`config.mk`:
```
export PLATFORM = sky130hd
export DESIGN_NAME = c2d_ctrl
export DESIGN_NICKNAME = d
export VERILOG_FILES = /design/src/rtl/c2d_pkg.sv /design/src/rtl/c2d_ctrl.sv
export SDC_FILE = /design/constraint.sdc
export NUM_CORES = 1
export LEC_CHECK = 0
export ABC_AREA = 1
export BUFFER_PORTS_ARGS = -buffer_cell sky130_fd_sc_hd__buf_2
export CAP_MARGIN = 20
export CELL_PAD_IN_SITES_DETAIL_PLACEMENT = 1
export CELL_PAD_IN_SITES_GLOBAL_PLACEMENT = 1
export CORE_MARGIN = 2
export CORE_UTILIZATION = 28
export DETAILED_ROUTE_END_ITERATION = 10
export MAX_ROUTING_LAYER = met4
export PLACE_DENSITY = 0.71
export SLEW_MARGIN = 20
export SYNTH_ARGS = -nofsm -noshare
export SYNTH_HDL_FRONTEND = slang
export SYNTH_SLANG_ARGS = --single-unit
```
`constraint.sdc`:
```
create_clock -name clk -period 1.35 [get_ports clk]
set_clock_uncertainty 0.1 [all_clocks]
set_input_delay 0.2025 -clock clk [delete_from_list [all_inputs] [get_ports clk]]
set_output_delay 0.2025 -clock clk [all_outputs]
set_load 0.02 [all_outputs]
```
`src/rtl/c2d_pkg.sv`:
```
// shared types and constants for the fixed-point 2d convolution block
`timescale 1ns / 1ps

package c2d_pkg;

  localparam int IDX_W = 14;
  localparam int VAL_W = 16;
  localparam int RES_W = 32;
  localparam int PADDR_W = 5;
  localparam int PDATA_W = 32;

  typedef enum logic [1:0] {
    OP_LOAD_FEATURE = 2'd0,
    OP_LOAD_WEIGHT  = 2'd1,
    OP_LOAD_BIAS    = 2'd2,
    OP_COMPUTE      = 2'd3
  } op_t;

  typedef enum logic [2:0] {
    REG_INPUT_CHANNELS  = 3'd0,
    REG_INPUT_HEIGHT    = 3'd1,
    REG_INPUT_WIDTH     = 3'd2,
    REG_OUTPUT_CHANNELS = 3'd3,
    REG_OUTPUT_HEIGHT   = 3'd4,
    REG_OUTPUT_WIDTH    = 3'd5,
    REG_KERN_SIDE       = 3'd6,
    REG_PADDING         = 3'd7
  } reg_idx_t;

  typedef struct packed {
    logic [4:0] input_channels;
    logic [5:0] input_height;
    logic [5:0] input_width;
    logic [4:0] output_channels;
    logic [5:0] output_height;
    logic [5:0] output_width;
    logic [2:0] kern_side;
    logic [2:0] padding;
  } cfg_t;

  localparam logic [4:0] RST_INPUT_CHANNELS  = 5'd1;
  localparam logic [5:0] RST_INPUT_HEIGHT    = 6'd32;
  localparam logic [5:0] RST_INPUT_WIDTH     = 6'd32;
  localparam logic [4:0] RST_OUTPUT_CHANNELS = 5'd1;
  localparam logic [5:0] RST_OUTPUT_HEIGHT   = 6'd32;
  localparam logic [5:0] RST_OUTPUT_WIDTH    = 6'd32;
  localparam logic [2:0] RST_KERN_SIDE       = 3'd3;
  localparam logic [2:0] RST_PADDING         = 3'd1;

  typedef enum logic [2:0] {
    ST_IDLE,
    ST_DECODE,
    ST_DIV_CH,
    ST_DIV_ROW,
    ST_PREP_A,
    ST_PREP_B,
    ST_MAC,
    ST_DRAIN
  } state_t;

  typedef struct packed {
    logic capture;
    logic setup;
    logic store_write;
    logic sub_plane;
    logic sub_row;
    logic prep_a;
    logic prep_b;
    logic mac_step;
    logic emit_err;
    logic emit_sum;
  } ctrl_cmd_t;

  typedef struct packed {
    logic is_compute;
    logic load_ok;
    logic rem_ge_plane;
    logic och_last;
    logic rem_ge_ow;
    logic tap_last;
    logic pipe_busy;
  } ctrl_status_t;

endpackage

```
`src/rtl/c2d_ctrl.sv`:
```
// controller state machine sequencing loads, index decode and the mac loop
`timescale 1ns / 1ps

module c2d_ctrl
  import c2d_pkg::*;
(
  input  logic         clk,
  input  logic         rst,
  input  logic         start,
  input  ctrl_status_t status,
  output logic         busy,
  output ctrl_cmd_t    cmd
);

  state_t state;
  state_t state_next;

  always_ff @(posedge clk) begin
    if (rst) begin
      state <= ST_IDLE;
    end else begin
      state <= state_next;
    end
  end

  always_comb begin
    state_next = state;
    cmd        = '0;
    busy       = (state != ST_IDLE);
    case (state)
      ST_IDLE: begin
        if (start) begin
          cmd.capture = 1'b1;
          state_next  = ST_DECODE;
        end
      end
      ST_DECODE: begin
        if (status.is_compute) begin
          cmd.setup  = 1'b1;
          state_next = ST_DIV_CH;
        end else if (status.load_ok) begin
          cmd.store_write = 1'b1;
          state_next      = ST_IDLE;
        end else begin
          cmd.emit_err = 1'b1;
          state_next   = ST_IDLE;
        end
      end
      ST_DIV_CH: begin
        if (status.rem_ge_plane && status.och_last) begin
          cmd.emit_err = 1'b1;
          state_next   = ST_IDLE;
        end else if (status.rem_ge_plane) begin
          cmd.sub_plane = 1'b1;
        end else begin
          state_next = ST_DIV_ROW;
        end
      end
      ST_DIV_ROW: begin
        if (status.rem_ge_ow) begin
          cmd.sub_row = 1'b1;
        end else begin
          state_next = ST_PREP_A;
        end
      end
      ST_PREP_A: begin
        cmd.prep_a = 1'b1;
        state_next = ST_PREP_B;
      end
      ST_PREP_B: begin
        cmd.prep_b = 1'b1;
        state_next = ST_MAC;
      end
      ST_MAC: begin
        cmd.mac_step = 1'b1;
        if (status.tap_last) begin
          state_next = ST_DRAIN;
        end
      end
      ST_DRAIN: begin
        if (!status.pipe_busy) begin
          cmd.emit_sum = 1'b1;
          state_next   = ST_IDLE;
        end
      end
      default: begin
        state_next = ST_IDLE;
      end
    endcase
  end

endmodule

```
==> reports/metrics.cfg <==
[run_status]
outcome=finished, violations left
violations=setup timing

[synthesis]
netlist.area_leader.share_pct=14.16
synth_area_sq_um=424.2
ys_seq_elements=3
synth-compound-area-share_pct=8.850
synthSimpleGateAreaFrac_pct=56.93
synth_area_leaders=dfxtp_1 14%, nand3_2 9.4%, nor2_8 9.4%
synth_mux_area_share_pct=0
synthTopCellsByCount=10 x inv_1, 10 x nand2_1, 7 x nor2_1
synth.distinct_cells=20
synthFlopType=dfxtp_1
synthCells=62
synth_top_family_by_area=simple AND/OR/NAND/NOR gates
synthArstFlopShare_pct=0
yosysSeqAreaShare_pct=14.16
synthXorXnorAreaFrac_pct=0
yosysWarnings=0
syn-num-nets=72
synth_area_per_cell_sq_um=6.841
synth_fa_ha_area_share_pct=0
yosysTopAreaCell=dfxtp_1
synth-edff-count=0

[setup_path]
cp-end-kind=output port
required_ns=1.05
arrival_ns=1.15
cp_max_fo=4
crit_path_start_kind=flop
path_class=reg -> out

[finish]
top_regs=state: 3 flops
fill_cells=182
drive_above_1_share_pct=70.10
fin_util_pct=54.47
syn2layout_area_growth_pct=86.73
top_register=state
multi_input_area_sq_um=350.3
regArea_sq_um=71.32
largest_reg_flops=3
diodes=0
fin_area_sq_um=792.0
nets=108

[global_route]
grt_pass1_vias=549
gr-usage-all-layers_pct=17.47
grt_pass1_wl_um=2387
antenna_found_initial=0
grt_max_degree=9
grt-ovfl-total=0

[detailed_routing]
dr_total_vias=539
dr.pass1.iters=3
wl_met3_um=22
final_antenna_net_count=0
vias_per_cell=4.770
met2_length_um=919
post-route-drc-count=0
dr.max_layer_used=met3
wl_met1_um=653
wl_per_cell_um=14.12
wl_um=1595
drtIter0Drc=2

[die]
die_h_um=42.92
rows=14
dieArea_sq_um=1842
coreArea_sq_um=1454
die_w_um=42.92
start_util_pct=29.17
io_pins=21

[clock_tree]
cts-root-buf=clkbuf_4
insertion_delay_ns=0.23
htree_levels=1
cts_tree=built
clock_path_buffers=2
cts.clk_slew.worst_paths_ns=0.04
cts_buffers=3
ctsHoldBuffers=0
cts.sinks=3

[place]
placed_cell_area_sq_um=593.1
place_congestion=0.7638
place.port_buffers=20
dp_hpwl_um=940.7

[timing]
rsz0062_at_grt=true
period_minus_slack_ns=1.456
timing.hold.ws_ns=0.02918
hold_violations=0
period_share_pct=107.9
finalWorstSetupSlack_ns=-0.1062
setup_viol=11
worst_pin_slew_ns=0.2578
fmax_mhz=686.7
relSlewSlack_pct=82.63
finalMaxSlewViolations=0

[pwr]
p_total_uw=700.4
p_leak_uw=0.0004343
ir_drop_mv=0.4943
cellPowerDensity_nw_per_um2=884.3

[min_path]
hold_path_class=in -> reg

[flow_run]
maxCapViolCount=0

-- area by class of cell --
class,instances,share of cell area [%]
inverters,13,8.057
flip-flops and latches,3,9.005
well taps,16,2.528
clock buffers,4,3.318
repair buffers,34,32.86
multi-input cells,43,44.23
-- per-stage QoR --
stage / TNS [ns] / instances / setup slack (ns)
final: -0.6888 / 113 / -0.1062
after global routing: -1.232 / 113 / -0.1443
after CTS: -0.7433 / 113 / -0.1535
after detailed placement: 0 / 101 / 0.01758
after global placement: 0 / 101 / 0.04371
after floorplan: 0 / 62 / 0.003493
-- worst paths after layout --
path         startpoint  endpoint  cells after the start  slack (ns)
max            state[2]    cmd[1]                      4       -0.11
min                 rst  state[1]                      2        0.03
max reg2reg    state[0]  state[1]                      9       -0.05
min reg2reg    state[0]  state[0]                      2        0.51
-- cells in the final DEF, fill, tap and decap left out --
cell	synthesis	final
buf_4	0	16
buf_2	0	10
inv_1	10	8
buf_6	3	8
nand2_1	10	7
nor2_1	7	6
nand3_2	4	5
nor2_4	2	4
nand2_2	1	3
clkbuf_4	0	3
dfxtp_4	0	3
nand3_4	0	2
inv_2	2	2
nor2_8	2	2
nand2_4	1	2
nand4_1	2	2
nand3_1	5	2
a21oi_2	1	2
o21ai_0	2	2
inv_6	0	1
inv_4	1	1
inv_8	0	1
o32ai_2	0	1
nor3b_2	0	1
nor2_2	2	1
a21oi_1	2	1
clkbuf_1	0	1
-- logic make-up (layout without fill, tap and decap cells) --
| logic type | count (synthesis) | after routing |
|---|---|---|
| buf+inv | 16 | 51 |
| simple gates | 37 | 37 |
| flops | 3 | 3 |
| compound gates | 6 | 6 |
-- metal layers --
metal | vias up | global-route usage, %
met1 | 264 | 20.20
li1 | 269 | -
met4 | 0 | 3.750
met2 | 6 | 31.52
met3 | 0 | 2.553
met5 | - | -
-- power by group --
group / switching [uW] / internal, uW
registers: 40.3 / 105
clock network: 46.0 / 111
logic: 217 / 182
-- timing repair --
item                                    in CTS  in global routing
resized for setup                           28                 16
endpoints found under the setup margin      10                 14
pin swaps                                    5                  5
setup buffers                                9                  1
-- worst max-delay path, cell delays in order (launching register included) --
cell and delay [ns]:
dfxtp_4 0.38, nor2_8 0.16, nand2_4 0.09, o32ai_2 0.12, buf_4 0.17
No activity file was read; power rests on OpenSTA's default activity.
