==> src/rtl/c2d_pkg.sv <==
// shared types and constants for the fixed-point 2d convolution block
`timescale 1ns / 1ps

package c2d_pkg;

  localparam int IDX_W = 14;
  localparam int VAL_W = 16;
  localparam int RES_W = 32;
  localparam int PADDR_W = 5;
  localparam int PDATA_W = 32;

  typedef enum logic [1:0] {
    OP_LOAD_FEATURE = 2'd0,
    OP_LOAD_WEIGHT  = 2'd1,
    OP_LOAD_BIAS    = 2'd2,
    OP_COMPUTE      = 2'd3
  } op_t;

  typedef enum logic [2:0] {
    REG_INPUT_CHANNELS  = 3'd0,
    REG_INPUT_HEIGHT    = 3'd1,
    REG_INPUT_WIDTH     = 3'd2,
    REG_OUTPUT_CHANNELS = 3'd3,
    REG_OUTPUT_HEIGHT   = 3'd4,
    REG_OUTPUT_WIDTH    = 3'd5,
    REG_KERN_SIDE       = 3'd6,
    REG_PADDING         = 3'd7
  } reg_idx_t;

  typedef struct packed {
    logic [4:0] input_channels;
    logic [5:0] input_height;
    logic [5:0] input_width;
    logic [4:0] output_channels;
    logic [5:0] output_height;
    logic [5:0] output_width;
    logic [2:0] kern_side;
    logic [2:0] padding;
  } cfg_t;

  localparam logic [4:0] RST_INPUT_CHANNELS  = 5'd1;
  localparam logic [5:0] RST_INPUT_HEIGHT    = 6'd32;
  localparam logic [5:0] RST_INPUT_WIDTH     = 6'd32;
  localparam logic [4:0] RST_OUTPUT_CHANNELS = 5'd1;
  localparam logic [5:0] RST_OUTPUT_HEIGHT   = 6'd32;
  localparam logic [5:0] RST_OUTPUT_WIDTH    = 6'd32;
  localparam logic [2:0] RST_KERN_SIDE       = 3'd3;
  localparam logic [2:0] RST_PADDING         = 3'd1;

  typedef enum logic [2:0] {
    ST_IDLE,
    ST_DECODE,
    ST_DIV_CH,
    ST_DIV_ROW,
    ST_PREP_A,
    ST_PREP_B,
    ST_MAC,
    ST_DRAIN
  } state_t;

  typedef struct packed {
    logic capture;
    logic setup;
    logic store_write;
    logic sub_plane;
    logic sub_row;
    logic prep_a;
    logic prep_b;
    logic mac_step;
    logic emit_err;
    logic emit_sum;
  } ctrl_cmd_t;

  typedef struct packed {
    logic is_compute;
    logic load_ok;
    logic rem_ge_plane;
    logic och_last;
    logic rem_ge_ow;
    logic tap_last;
    logic pipe_busy;
  } ctrl_status_t;

endpackage

==> src/rtl/c2d_regs.sv <==
// configuration register file behind the apb port
`timescale 1ns / 1ps

module c2d_regs
  import c2d_pkg::*;
(
  input  logic               clk,
  input  logic               rst,
  input  logic               psel,
  input  logic               penable,
  input  logic               pwrite,
  input  logic [PADDR_W-1:0] paddr,
  input  logic [PDATA_W-1:0] pwdata,
  output logic [PDATA_W-1:0] prdata,
  output logic               pready,
  output cfg_t               cfg
);

  reg_idx_t sel;
  logic     wr_en;

  assign pready = 1'b1;
  assign sel    = reg_idx_t'(paddr[PADDR_W-1:2]);
  assign wr_en  = psel & penable & pwrite & pready;

  always_ff @(posedge clk) begin
    if (rst) begin
      cfg.input_channels  <= RST_INPUT_CHANNELS;
      cfg.input_height    <= RST_INPUT_HEIGHT;
      cfg.input_width     <= RST_INPUT_WIDTH;
      cfg.output_channels <= RST_OUTPUT_CHANNELS;
      cfg.output_height   <= RST_OUTPUT_HEIGHT;
      cfg.output_width    <= RST_OUTPUT_WIDTH;
      cfg.kern_side       <= RST_KERN_SIDE;
      cfg.padding         <= RST_PADDING;
    end else if (wr_en) begin
      case (sel)
        REG_INPUT_CHANNELS:  cfg.input_channels  <= pwdata[4:0];
        REG_INPUT_HEIGHT:    cfg.input_height    <= pwdata[5:0];
        REG_INPUT_WIDTH:     cfg.input_width     <= pwdata[5:0];
        REG_OUTPUT_CHANNELS: cfg.output_channels <= pwdata[4:0];
        REG_OUTPUT_HEIGHT:   cfg.output_height   <= pwdata[5:0];
        REG_OUTPUT_WIDTH:    cfg.output_width    <= pwdata[5:0];
        REG_KERN_SIDE:       cfg.kern_side       <= pwdata[2:0];
        REG_PADDING:         cfg.padding         <= pwdata[2:0];
        default: ;
      endcase
    end
  end

  always_comb begin
    case (sel)
      REG_INPUT_CHANNELS:  prdata = PDATA_W'(cfg.input_channels);
      REG_INPUT_HEIGHT:    prdata = PDATA_W'(cfg.input_height);
      REG_INPUT_WIDTH:     prdata = PDATA_W'(cfg.input_width);
      REG_OUTPUT_CHANNELS: prdata = PDATA_W'(cfg.output_channels);
      REG_OUTPUT_HEIGHT:   prdata = PDATA_W'(cfg.output_height);
      REG_OUTPUT_WIDTH:    prdata = PDATA_W'(cfg.output_width);
      REG_KERN_SIDE:       prdata = PDATA_W'(cfg.kern_side);
      REG_PADDING:         prdata = PDATA_W'(cfg.padding);
      default:             prdata = '0;
    endcase
  end

endmodule

==> config.mk <==
export PLATFORM = sky130hd
export DESIGN_NAME = c2d_regs
export DESIGN_NICKNAME = d
export VERILOG_FILES = /design/src/rtl/c2d_pkg.sv /design/src/rtl/c2d_regs.sv
export SDC_FILE = /design/constraint.sdc
export NUM_CORES = 1
export LEC_CHECK = 0
export BUFFER_PORTS_ARGS = -buffer_cell sky130_fd_sc_hd__buf_2
export CAP_MARGIN = 15
export CORE_MARGIN = 2
export CORE_UTILIZATION = 41
export CTS_BUF_LIST = sky130_fd_sc_hd__clkbuf_2 sky130_fd_sc_hd__clkbuf_4 sky130_fd_sc_hd__clkbuf_8
export DETAILED_ROUTE_END_ITERATION = 10
export GPL_TIMING_DRIVEN = 0
export PLACE_DENSITY = 0.78
export SYNTH_ARGS = -nofsm -noshare
export SYNTH_HDL_FRONTEND = slang
export SYNTH_SLANG_ARGS = --single-unit
==> constraint.sdc <==
create_clock -name clk -period 1.4 [get_ports clk]
set_input_delay 0.28 -clock clk [delete_from_list [all_inputs] [get_ports clk]]
set_output_delay 0.28 -clock clk [all_outputs]
set_load 0.01 [all_outputs]
==> impl_metrics.json, run 1 <==
{
  "area.growth.synth_to_final_pct": 35.2,
  "cp_slowest_cell": "dfxtp_2",
  "wl_um": 6240,
  "endpoint": "prdata[2]",
  "route.vias.total": 2101,
  "fill_cells": 500,
  "finalCoreUtilization": 0.565,
  "grt_start_max_net_pins": 13,
  "regMostFlops": "cfg",
  "min_path_type": "input pin to flip-flop",
  "finalCritPeriodShare": 1.30,
  "cts.sinks": 40,
  "ir_drop_uv": 522,
  "async_reset_ff_frac": 0,
  "crit_family": "compound AO/OA/AOI/OAI gates",
  "required_ps": 1120,
  "crit_start": "cfg[2]$_SDFFE_PP0P_",
  "finalPower_mw": 2.56,
  "cts_root_buffer": "clkbuf_8",
  "cp_max_fo": 3,
  "clk-insertion-delay-late_ps": 290,
  "largest_reg_flops": 40,
  "worst_hold_startpoint": "pwdata[5]",
  "crit_buf_inv": 1,
  "synth_top_area_cell": "dfxtp_1",
  "grt_overflow": 0,
  "layoutNonFillerInstCount": 423,
  "setup_viol": 6,
  "die_h_um": 75.5,
  "start_util": 0.418,
  "top_regs": "cfg x40",
  "diodes": 0,
  "portBuffers": 55,
  "hold_viol_final": 0,
  "drv_slew": 0,
  "power_density_nw_per_um2": 904,
  "syn_area_per_cell_sq_um": 7.99,
  "synth_commonest_cells": "40 x dfxtp_1, 30 x nor2_1, 29 x nand2_1",
  "final_nets": 394,
  "synthCells": 262,
  "antenna_found_initial": 0,
  "p_leak_nw": 1.33,
  "grt_setup_unrepaired": "yes",
  "die_w_um": 75.5,
  "status": "finished with violations",
  "crit_type": "flip-flop to primary output",
  "cts_inserted_buffers": 5,
  "cp.depth": 5,
  "die_area_sq_um": 5700,
  "gp_congestion": 0.892,
  "cts_tree": "done",
  "io_pins": 115,
  "timing.rr.end": "cfg[0]$_SDFFE_PP1P_",
  "routedWlPerCell_um": 14.8,
  "gr-usage-all-layers": 0.224,
  "arrival_ps": 1540,
  "cts_max_path_buffers": 2,
  "layout_setup_ws_ps": -424,
  "grt_pass1_vias": 1954,
  "cp-start-kind": "flip-flop",
  "design.core.area_sq_um": 5010,
  "ys_ff_latch": 40,
  "row_count": 26,
  "drc": 0,
  "max_cap_viol_count": 0,
  "h-tree-depth": 2,
  "dp_hpwl_um": 4320,
  "ys.flop_type": "dfxtp_1",
  "yosysSeqAreaShare": 0.382,
  "ant_nets": 0,
  "worstPathCellList": "mux2_2 -> a22o_1 -> a221oi_2 -> nor2_1 -> buf_2",
  "worst_slew_pin_slew_ps": 558,
  "max_freq_mhz": 548,
  "yosys-top-cells-area": "dfxtp_1 38%, buf_4 9.7%, mux2i_1 8.1%",
  "drt_iter0_drc": 154,
  "first_pass_iters": 4,
  "syn_area_sq_um": 2090,
  "drive_gt1_frac": 0.343,
  "hold_ws_ps": 252,
  "end_kind": "primary output",
  "ctsHoldBuffers": 0,
  "yosysMostFrequentCell": "dfxtp_1",
  "rrSetupSlack_ps": 670,
  "pre_cts_ws_ps": -410,
  "clk_pin_slew_ps": 80,
  "max_slew_margin": 0.628,
  "grt_pass1_wl_um": 9390,
  "vias_per_cell": 4.97,
  "reg2reg_from": "cfg[0]$_SDFFE_PP1P_",
  "fin_crit_ps": 1820,
  "placedCellCount": 412,
  "violations": "negative setup slack",
  "r2r_cells": 3,
  "ys_types": 33,
  "slowest_delay_ps": 330,
  "yosysWarnings": 0,
  "fin_skew_ps": 0,
  "synth.top_cell.area_share": 0.382,
  "synth_edf_count": 0
}
-- cell usage in the layout (no fill, tap or decap), drive strengths merged, types with 3 or more instances in the layout --
cell type	count
o21ai	28
nor2	31
buf	91
or3	3
inv	8
nand2	29
clkbuf	21
a221oi	5
a21oi	22
conb	27
dfxtp	40
nand3b	8
mux2i	17
-- where the power goes --
part | switching (mW) | internal, mW | total, mW
Clock | 0.406 | 0.629 | 1.04
Sequential | 0.00761 | 1.15 | 1.15
Combinational | 0.212 | 0.158 | 0.369
Total | 0.626 | 1.93 | 2.56
-- worst reg2reg max path: cells and delay by family, from the launching register on --
kind,cells,cell delay (ps)
AND/OR/NAND/NOR,1,90
AO/OA/AOI/OAI,1,70
buffers and inverters,1,130
flip-flops,1,330
-- cell type report --
cell class                 instances  area, sq um  share of cell area
inverter                           8         30.0              0.0106
tap                               70         87.6              0.0309
buffer                            47          348               0.123
clock buffer                       7         96.3              0.0340
timing repair buffer              58          298               0.105
clock inverter                     1         30.0              0.0106
sequential                        40          806               0.285
multi-input combinational        192         1140               0.401
-- worst min-delay path by stage --
| stage | endpoint | slack [ps] | cells past startpoint |
|---|---|---|---|
| 4_1_cts | cfg[34]$_SDFFE_PP1P_ | 240 | 3 |
| 2_1_floorplan | cfg[17]$_SDFFE_PP1P_ | 400 | 2 |
| 3_5_place_dp | cfg[2]$_SDFFE_PP0P_ | 480 | 2 |
| 5_1_grt | cfg[34]$_SDFFE_PP1P_ | 260 | 3 |
| 6_report | cfg[34]$_SDFFE_PP1P_ | 250 | 3 |
| 3_3_place_gp | cfg[28]$_SDFFE_PP1P_ | 470 | 1 |
-- repair_timing --
item | CTS | global route
setup buffers | 1 | 2
gates resized for setup | 15 | 6
pin swaps | 1 | 2
setup endpoints to repair | 6 | 14
-- layer usage --
metal | vias to the layer above | GRT usage | routed length [um]
li1 | 1015 | - | -
met1 | 964 | 0.283 | 2570
met2 | 108 | 0.365 | 2990
met3 | 14 | 0.0529 | 527
met4 | 0 | 0.0955 | 149
met5 | - | 0 | 0
-- stage by stage --
stage,area (sq um),setup TNS [ps]
3_3_place_gp,2590,-6080
2_1_floorplan,2230,0
4_1_cts,2790,-1750
5_1_grt,2830,-2260
6_report,2830,-1900
3_5_place_dp,2590,-7210
-- cell families after synthesis --
family | count (synthesis) | share of synthesized area
buf+inv | 55 | 0.150
simple gates | 79 | 0.179
mux | 20 | 0.103
other cells | 2 | 0.00359
compound gates | 66 | 0.183
flops | 40 | 0.382
No activity file was read; power rests on OpenSTA's default activity.
==> run 2, diff against run 1 <==
Settings changed: CELL_PAD_IN_SITES_DETAIL_PLACEMENT from default to 1, CELL_PAD_IN_SITES_GLOBAL_PLACEMENT from default to 1, CORE_UTILIZATION 41 to 28, CTS_BUF_LIST sky130_fd_sc_hd__clkbuf_2 sky130_fd_sc_hd__clkbuf_4 sky130_fd_sc_hd__clkbuf_8 to sky130_fd_sc_hd__clkbuf_4 sky130_fd_sc_hd__clkbuf_8 sky130_fd_sc_hd__clkbuf_16, PLACE_DENSITY 0.78 to default, PLACE_DENSITY_LB_ADDON from default to 0.1.
==> run 2 against run 1 <==
The run still ends with negative setup slack left. Power is 7.8% lower. Cell count is 9.7% higher. Critical path depth stayed put. Routed wire length increased by 20%. Maximum frequency rose by 1.3%. Worst setup slack improved by 23 ps. First-iteration DRC count is 53% lower. Clock skew did not move. Utilization is 15 points lower. Clock power is 26% lower. Worst hold slack better by 8.4 ps. Critical path type unchanged. Critical endpoint unchanged. Largest power group unchanged.
==> impl_metrics.json, run 2 (same netlist as run 1, synthesis figures left out) <==
{
  "grt_setup_unrepaired": "yes",
  "drv_slew": 0,
  "cts_inserted_buffers": 5,
  "cp_max_fo": 3,
  "p_leak_nw": 1.41,
  "ir_drop_uv": 338,
  "max_cap_viol_count": 0,
  "design.core.area_sq_um": 7250,
  "dp_hpwl_um": 5320,
  "cts_max_path_buffers": 2,
  "ant_nets": 0,
  "fin_skew_ps": 0,
  "met3_usage": 0.0501,
  "diodes": 0,
  "largest_reg_flops": 40,
  "power_density_nw_per_um2": 779,
  "max_freq_mhz": 555,
  "hold_viol_final": 0,
  "required_ps": 1120,
  "cts_root_buffer": "clkbuf_8",
  "worst_hold_startpoint": "pwdata[5]",
  "layout_setup_ws_ps": -400,
  "rrSetupSlack_ps": 620,
  "cts_tree": "done",
  "die_w_um": 90.5,
  "fin_crit_ps": 1800,
  "start_util": 0.289,
  "h-tree-depth": 2,
  "cts.sinks": 40,
  "dpl_cell_area_sq_um": 2630,
  "min_path_type": "input pin to flip-flop",
  "drc": 0,
  "crit_buf_inv": 1,
  "gp_congestion": 0.758,
  "die_area_sq_um": 8190,
  "top_regs": "cfg x40",
  "grt_start_max_net_pins": 12,
  "portBuffers": 55,
  "crit_type": "flip-flop to primary output",
  "reg2reg_from": "cfg[15]$_SDFFE_PP0P_",
  "final_nets": 407,
  "crit_family": "compound AO/OA/AOI/OAI gates",
  "setup_viol": 8,
  "crit_start": "cfg[8]$_SDFFE_PP0P_",
  "row_count": 31,
  "vias_per_cell": 4.59,
  "max_slew_margin": 0.608,
  "clk_pin_slew_ps": 80,
  "worstPathCellList": "mux2_4 -> a22o_1 -> a221oi_2 -> nor2_1 -> buf_2",
  "gr-usage-all-layers": 0.187,
  "die_h_um": 90.5,
  "mostFrequentLayoutCells": "54 x buf_2, 38 x buf_4, 31 x dfxtp_1",
  "io_pins": 115,
  "regMostFlops": "cfg",
  "stdcell_area_sq_um": 3030,
  "fin_setup_tns_ps": -1590,
  "slowest_delay_ps": 330,
  "violations": "negative setup slack",
  "layoutNonFillerInstCount": 464,
  "arrival_ps": 1520,
  "fill_cells": 918,
  "placedCellCount": 441,
  "grt_pass1_vias": 2258,
  "clk-insertion-delay-late_ps": 280,
  "met2_usage": 0.324,
  "ctsHoldBuffers": 0,
  "grtUsageMet1": 0.240,
  "final_common_cell": "buf_2",
  "routedWlPerCell_um": 16.2,
  "grt_overflow": 0,
  "first_pass_iters": 4,
  "cp-start-kind": "flip-flop",
  "status": "finished with violations",
  "end_kind": "primary output",
  "antenna_found_initial": 0,
  "grt_pass1_wl_um": 12100,
  "route.vias.total": 2130,
  "worst_slew_pin_slew_ps": 588,
  "area.growth.synth_to_final_pct": 44.7,
  "busiest_layer": "met2",
  "cp_slowest_cell": "dfxtp_2",
  "drive_gt1_frac": 0.400,
  "drt_iter0_drc": 72,
  "finalCritPeriodShare": 1.29,
  "wl_um": 7500
}
==> run 2: cell types whose count changed in the layout (fill, tap and decap cells not counted), moves of 3 or more <==
cell | previous run | this run
dfxtp_1 | 36 | 31
dfxtp_2 | 4 | 9
buf_8 | 1 | 5
clkbuf_8 | 9 | 6
buf_6 | 1 | 5
buf_4 | 32 | 38
buf_2 | 57 | 54
==> run 2: final cells by class <==
cell class	instances	area (sq um)	area share
plain buffers	47	374	0.123
clock buffers	6	76.3	0.0252
clock inverters	1	5.00	0.00165
inverters	8	30.0	0.00991
multi-input cells	192	1150	0.380
flip-flops and latches	40	812	0.268
well taps	99	124	0.0409
repair buffers	71	458	0.151
==> run 2: what timing repair did <==
item | 4_1_cts | 5_1_grt
setup endpoints to repair | 9 | 9
cloned | 1 | 0
pin swaps | 2 | 7
gates resized for setup | 39 | 18
setup buffers | 9 | 7
endpoints found under the hold margin | 0 | 0
==> run 2: power breakdown <==
group          switching [mW]  internal (mW)
combinational           0.231          0.206
clock                   0.410          0.359
sequential            0.00748           1.15
==> run 2: routing by layer <==
layer	part of all wire	up-vias
met5	0	-
met4	0.0020	0
met3	0.062	2
met2	0.49	64
met1	0.44	1019
li1	-	1045
==> run 2: final timing paths <==
kind	cells past startpoint	to
worst max-delay path	5	prdata[2]
worst min-delay path	3	cfg[11]$_SDFFE_PP1P_
worst max register to register	3	cfg[15]$_SDFFE_PP0P_
worst min register to register	1	cfg[28]$_SDFFE_PP1P_
==> run 2: per-stage QoR <==
| stage | setup WS, ps | util | total power, mW | hold WS, ps |
|---|---|---|---|---|
| after global placement | -539 | 0.363 | 1.52 | 479 |
| after detailed placement | -535 | 0.363 | 1.53 | 482 |
| after global routing | -472 | 0.418 | 2.50 | 261 |
| after CTS | -414 | 0.403 | 2.35 | 260 |
| after floorplan | 0.835 | - | 1.42 | 401 |
| final | -400 | 0.418 | 2.36 | 261 |
==> run 2: worst reg2reg max path: stages (launching register included) <==
cell	delay, ps
dfxtp_2	350
buf_4	110
o21ai_0	70
a21oi_1	170
==> run 3, diff against run 2 <==
--- a/config.mk
+++ b/config.mk
@@ -15,4 +15,6 @@
 export DETAILED_ROUTE_END_ITERATION = 10
+export GPL_ROUTABILITY_DRIVEN = 0
 export GPL_TIMING_DRIVEN = 0
 export PLACE_DENSITY_LB_ADDON = 0.1
+export SETUP_SLACK_MARGIN = 0.5
 export SYNTH_ARGS = -nofsm -noshare
==> constraint.sdc (replaced) <==
create_clock -name clk -period 1.4 [get_ports clk]
set_input_delay 0.21 -clock clk [delete_from_list [all_inputs] [get_ports clk]]
set_output_delay 0.21 -clock clk [all_outputs]
set_load 0.01 [all_outputs]
==> run 3 against run 2 <==
The run still ends with negative setup slack left. Clock skew unchanged. Highest routed layer unchanged. Combinational power up 16%. Die area unchanged. Worst hold slack worse by 61 ps. Critical path depth unchanged. Sequential share of layout area down 4.0 points. Utilization up 11 points.
==> impl_metrics.json, run 3 (same netlist as run 1, synthesis figures left out) <==
{
  "power.switching_mw": 0.733,
  "top_regs": "cfg x40",
  "routedWlPerCell_um": 16.8,
  "grt_setup_unrepaired": "yes",
  "cts_inserted_buffers": 5,
  "mostFrequentLayoutCells": "61 x buf_6, 33 x buf_4, 29 x dfxtp_2",
  "max_cap_viol_count": 0,
  "cts.sinks": 40,
  "design.core.area_sq_um": 7250,
  "r2r_cells": 4,
  "gr-usage-all-layers": 0.188,
  "endpoint": "prdata[2]",
  "crit_type": "flip-flop to primary output",
  "finalCoreUtilization": 0.532,
  "vias_per_cell": 4.65,
  "die_area_sq_um": 8190,
  "grt_pass1_vias": 2149,
  "cp_max_fo": 2,
  "die_w_um": 90.5,
  "grt_overflow": 0,
  "arrival_ps": 1580,
  "required_ps": 1190,
  "wl_um": 8070,
  "drt_iter0_drc": 55,
  "start_util": 0.289,
  "row_count": 31,
  "clk_pin_slew_ps": 90,
  "timing.rr.end": "cfg[15]$_SDFFE_PP0P_",
  "power_density_nw_per_um2": 684,
  "crit_start": "cfg[8]$_SDFFE_PP0P_",
  "clockPowerShare": 0.375,
  "status": "finished with violations",
  "max_slew_margin": 0.541,
  "io_pins": 115,
  "h-tree-depth": 2,
  "largest_reg_flops": 40,
  "hold_viol_final": 0,
  "dp_hpwl_um": 5210,
  "end_kind": "primary output",
  "final_common_cell": "buf_6",
  "slowest_delay_ps": 340,
  "fill_cells": 812,
  "cts_root_buffer": "clkbuf_8",
  "reg2reg_from": "cfg[15]$_SDFFE_PP0P_",
  "p_leak_nw": 1.69,
  "portBuffers": 55,
  "die_h_um": 90.5,
  "hold_ws_ps": 199,
  "fin_crit_ps": 1790,
  "p_int_mw": 1.90,
  "stdcell_area_sq_um": 3860,
  "rrSetupSlack_ps": 540,
  "drc": 0,
  "cts_max_path_buffers": 2,
  "power_frac_comb": 0.193,
  "route.vias.total": 2229,
  "grt_start_max_net_pins": 14,
  "ctsHoldBuffers": 0,
  "drv_slew": 0,
  "violations": "negative setup slack",
  "final_nets": 421,
  "area.growth.synth_to_final_pct": 84.1,
  "antenna_found_initial": 0,
  "layout_setup_ws_ps": -391,
  "setup_viol": 5,
  "finalCritPeriodShare": 1.28,
  "dpl_cell_area_sq_um": 2750,
  "grt_pass1_wl_um": 12000,
  "min_path_type": "input pin to flip-flop",
  "worst_slew_pin_slew_ps": 689,
  "first_pass_iters": 4,
  "cp-start-kind": "flip-flop",
  "worstPathCellList": "mux2_4 -> a22o_1 -> a221oi_2 -> nor2_1 -> buf_2",
  "ant_nets": 0,
  "ir_drop_uv": 289,
  "cts_tree": "done",
  "seqPwrFrac": 0.432,
  "cp_slowest_cell": "dfxtp_2",
  "regMostFlops": "cfg",
  "clk-insertion-delay-late_ps": 310,
  "switching_share": 0.278,
  "drive_gt1_frac": 0.611,
  "fin_skew_ps": 0,
  "diodes": 0,
  "max_freq_mhz": 558
}
[run 3: area by class of cell]
class	instances	area [sq um]	area share
multi-input combinational	192	1350	0.351
timing repair buffer	85	926	0.240
sequential	40	878	0.228
buffer	47	434	0.113
tap	99	124	0.0321
clock buffer	5	68.8	0.0178
clock inverter	3	42.5	0.0110
inverter	8	30.0	0.00779
[run 3: worst max-delay path: cells and delay by family (launching register included)]
kind                   cells  cell delay (ps)
multiplexers               1              280
buffers and inverters      1              140
AND/OR/NAND/NOR            1               70
flip-flops                 1              340
AO/OA/AOI/OAI              2              450
[run 3: what timing repair did]
item,in CTS,in global routing
gates cloned,0,1
gates resized for setup,126,88
pin swaps,14,31
setup buffers,17,12
endpoints found under the setup margin,86,86
[run 3: power groups by stage]
stage	sequential [mW]	clock, mW	combinational, mW
floorplan	1.18	0	0.264
global placement	1.18	0	0.371
detailed placement	1.18	0	0.375
CTS	1.16	1.00	0.436
global route	1.14	1.06	0.545
finish	1.14	0.989	0.508
[run 3: how the worst min path moves through the flow]
stage,from,end,slack (ps),cells after the start
2_1_floorplan,pwdata[5],cfg[17]$_SDFFE_PP1P_,330,2
3_3_place_gp,cfg[7]$_SDFFE_PP0P_,cfg[7]$_SDFFE_PP0P_,470,2
3_5_place_dp,cfg[7]$_SDFFE_PP0P_,cfg[7]$_SDFFE_PP0P_,470,2
4_1_cts,pwdata[4],cfg[22]$_SDFFE_PP0P_,190,3
5_1_grt,pwdata[3],cfg[32]$_SDFFE_PP0P_,210,3
6_report,pwdata[5],cfg[17]$_SDFFE_PP1P_,200,3
[run 3: through the flow]
stage | std cells | setup WS [ps] | TNS [ps] | power [mW]
CTS | 466 | -394 | -1280 | 2.60
floorplan | 287 | 134 | 0 | 1.45
detailed placement | 441 | -220 | -3790 | 1.56
global placement | 441 | -209 | -3340 | 1.55
global route | 479 | -441 | -1630 | 2.74
finish | 479 | -391 | -1320 | 2.64
[run 3: routing by layer]
layer	global-route usage	wire, um
met1	0.247	3680
met2	0.310	3990
met5	0	0
met4	0.0551	77
met3	0.0409	319
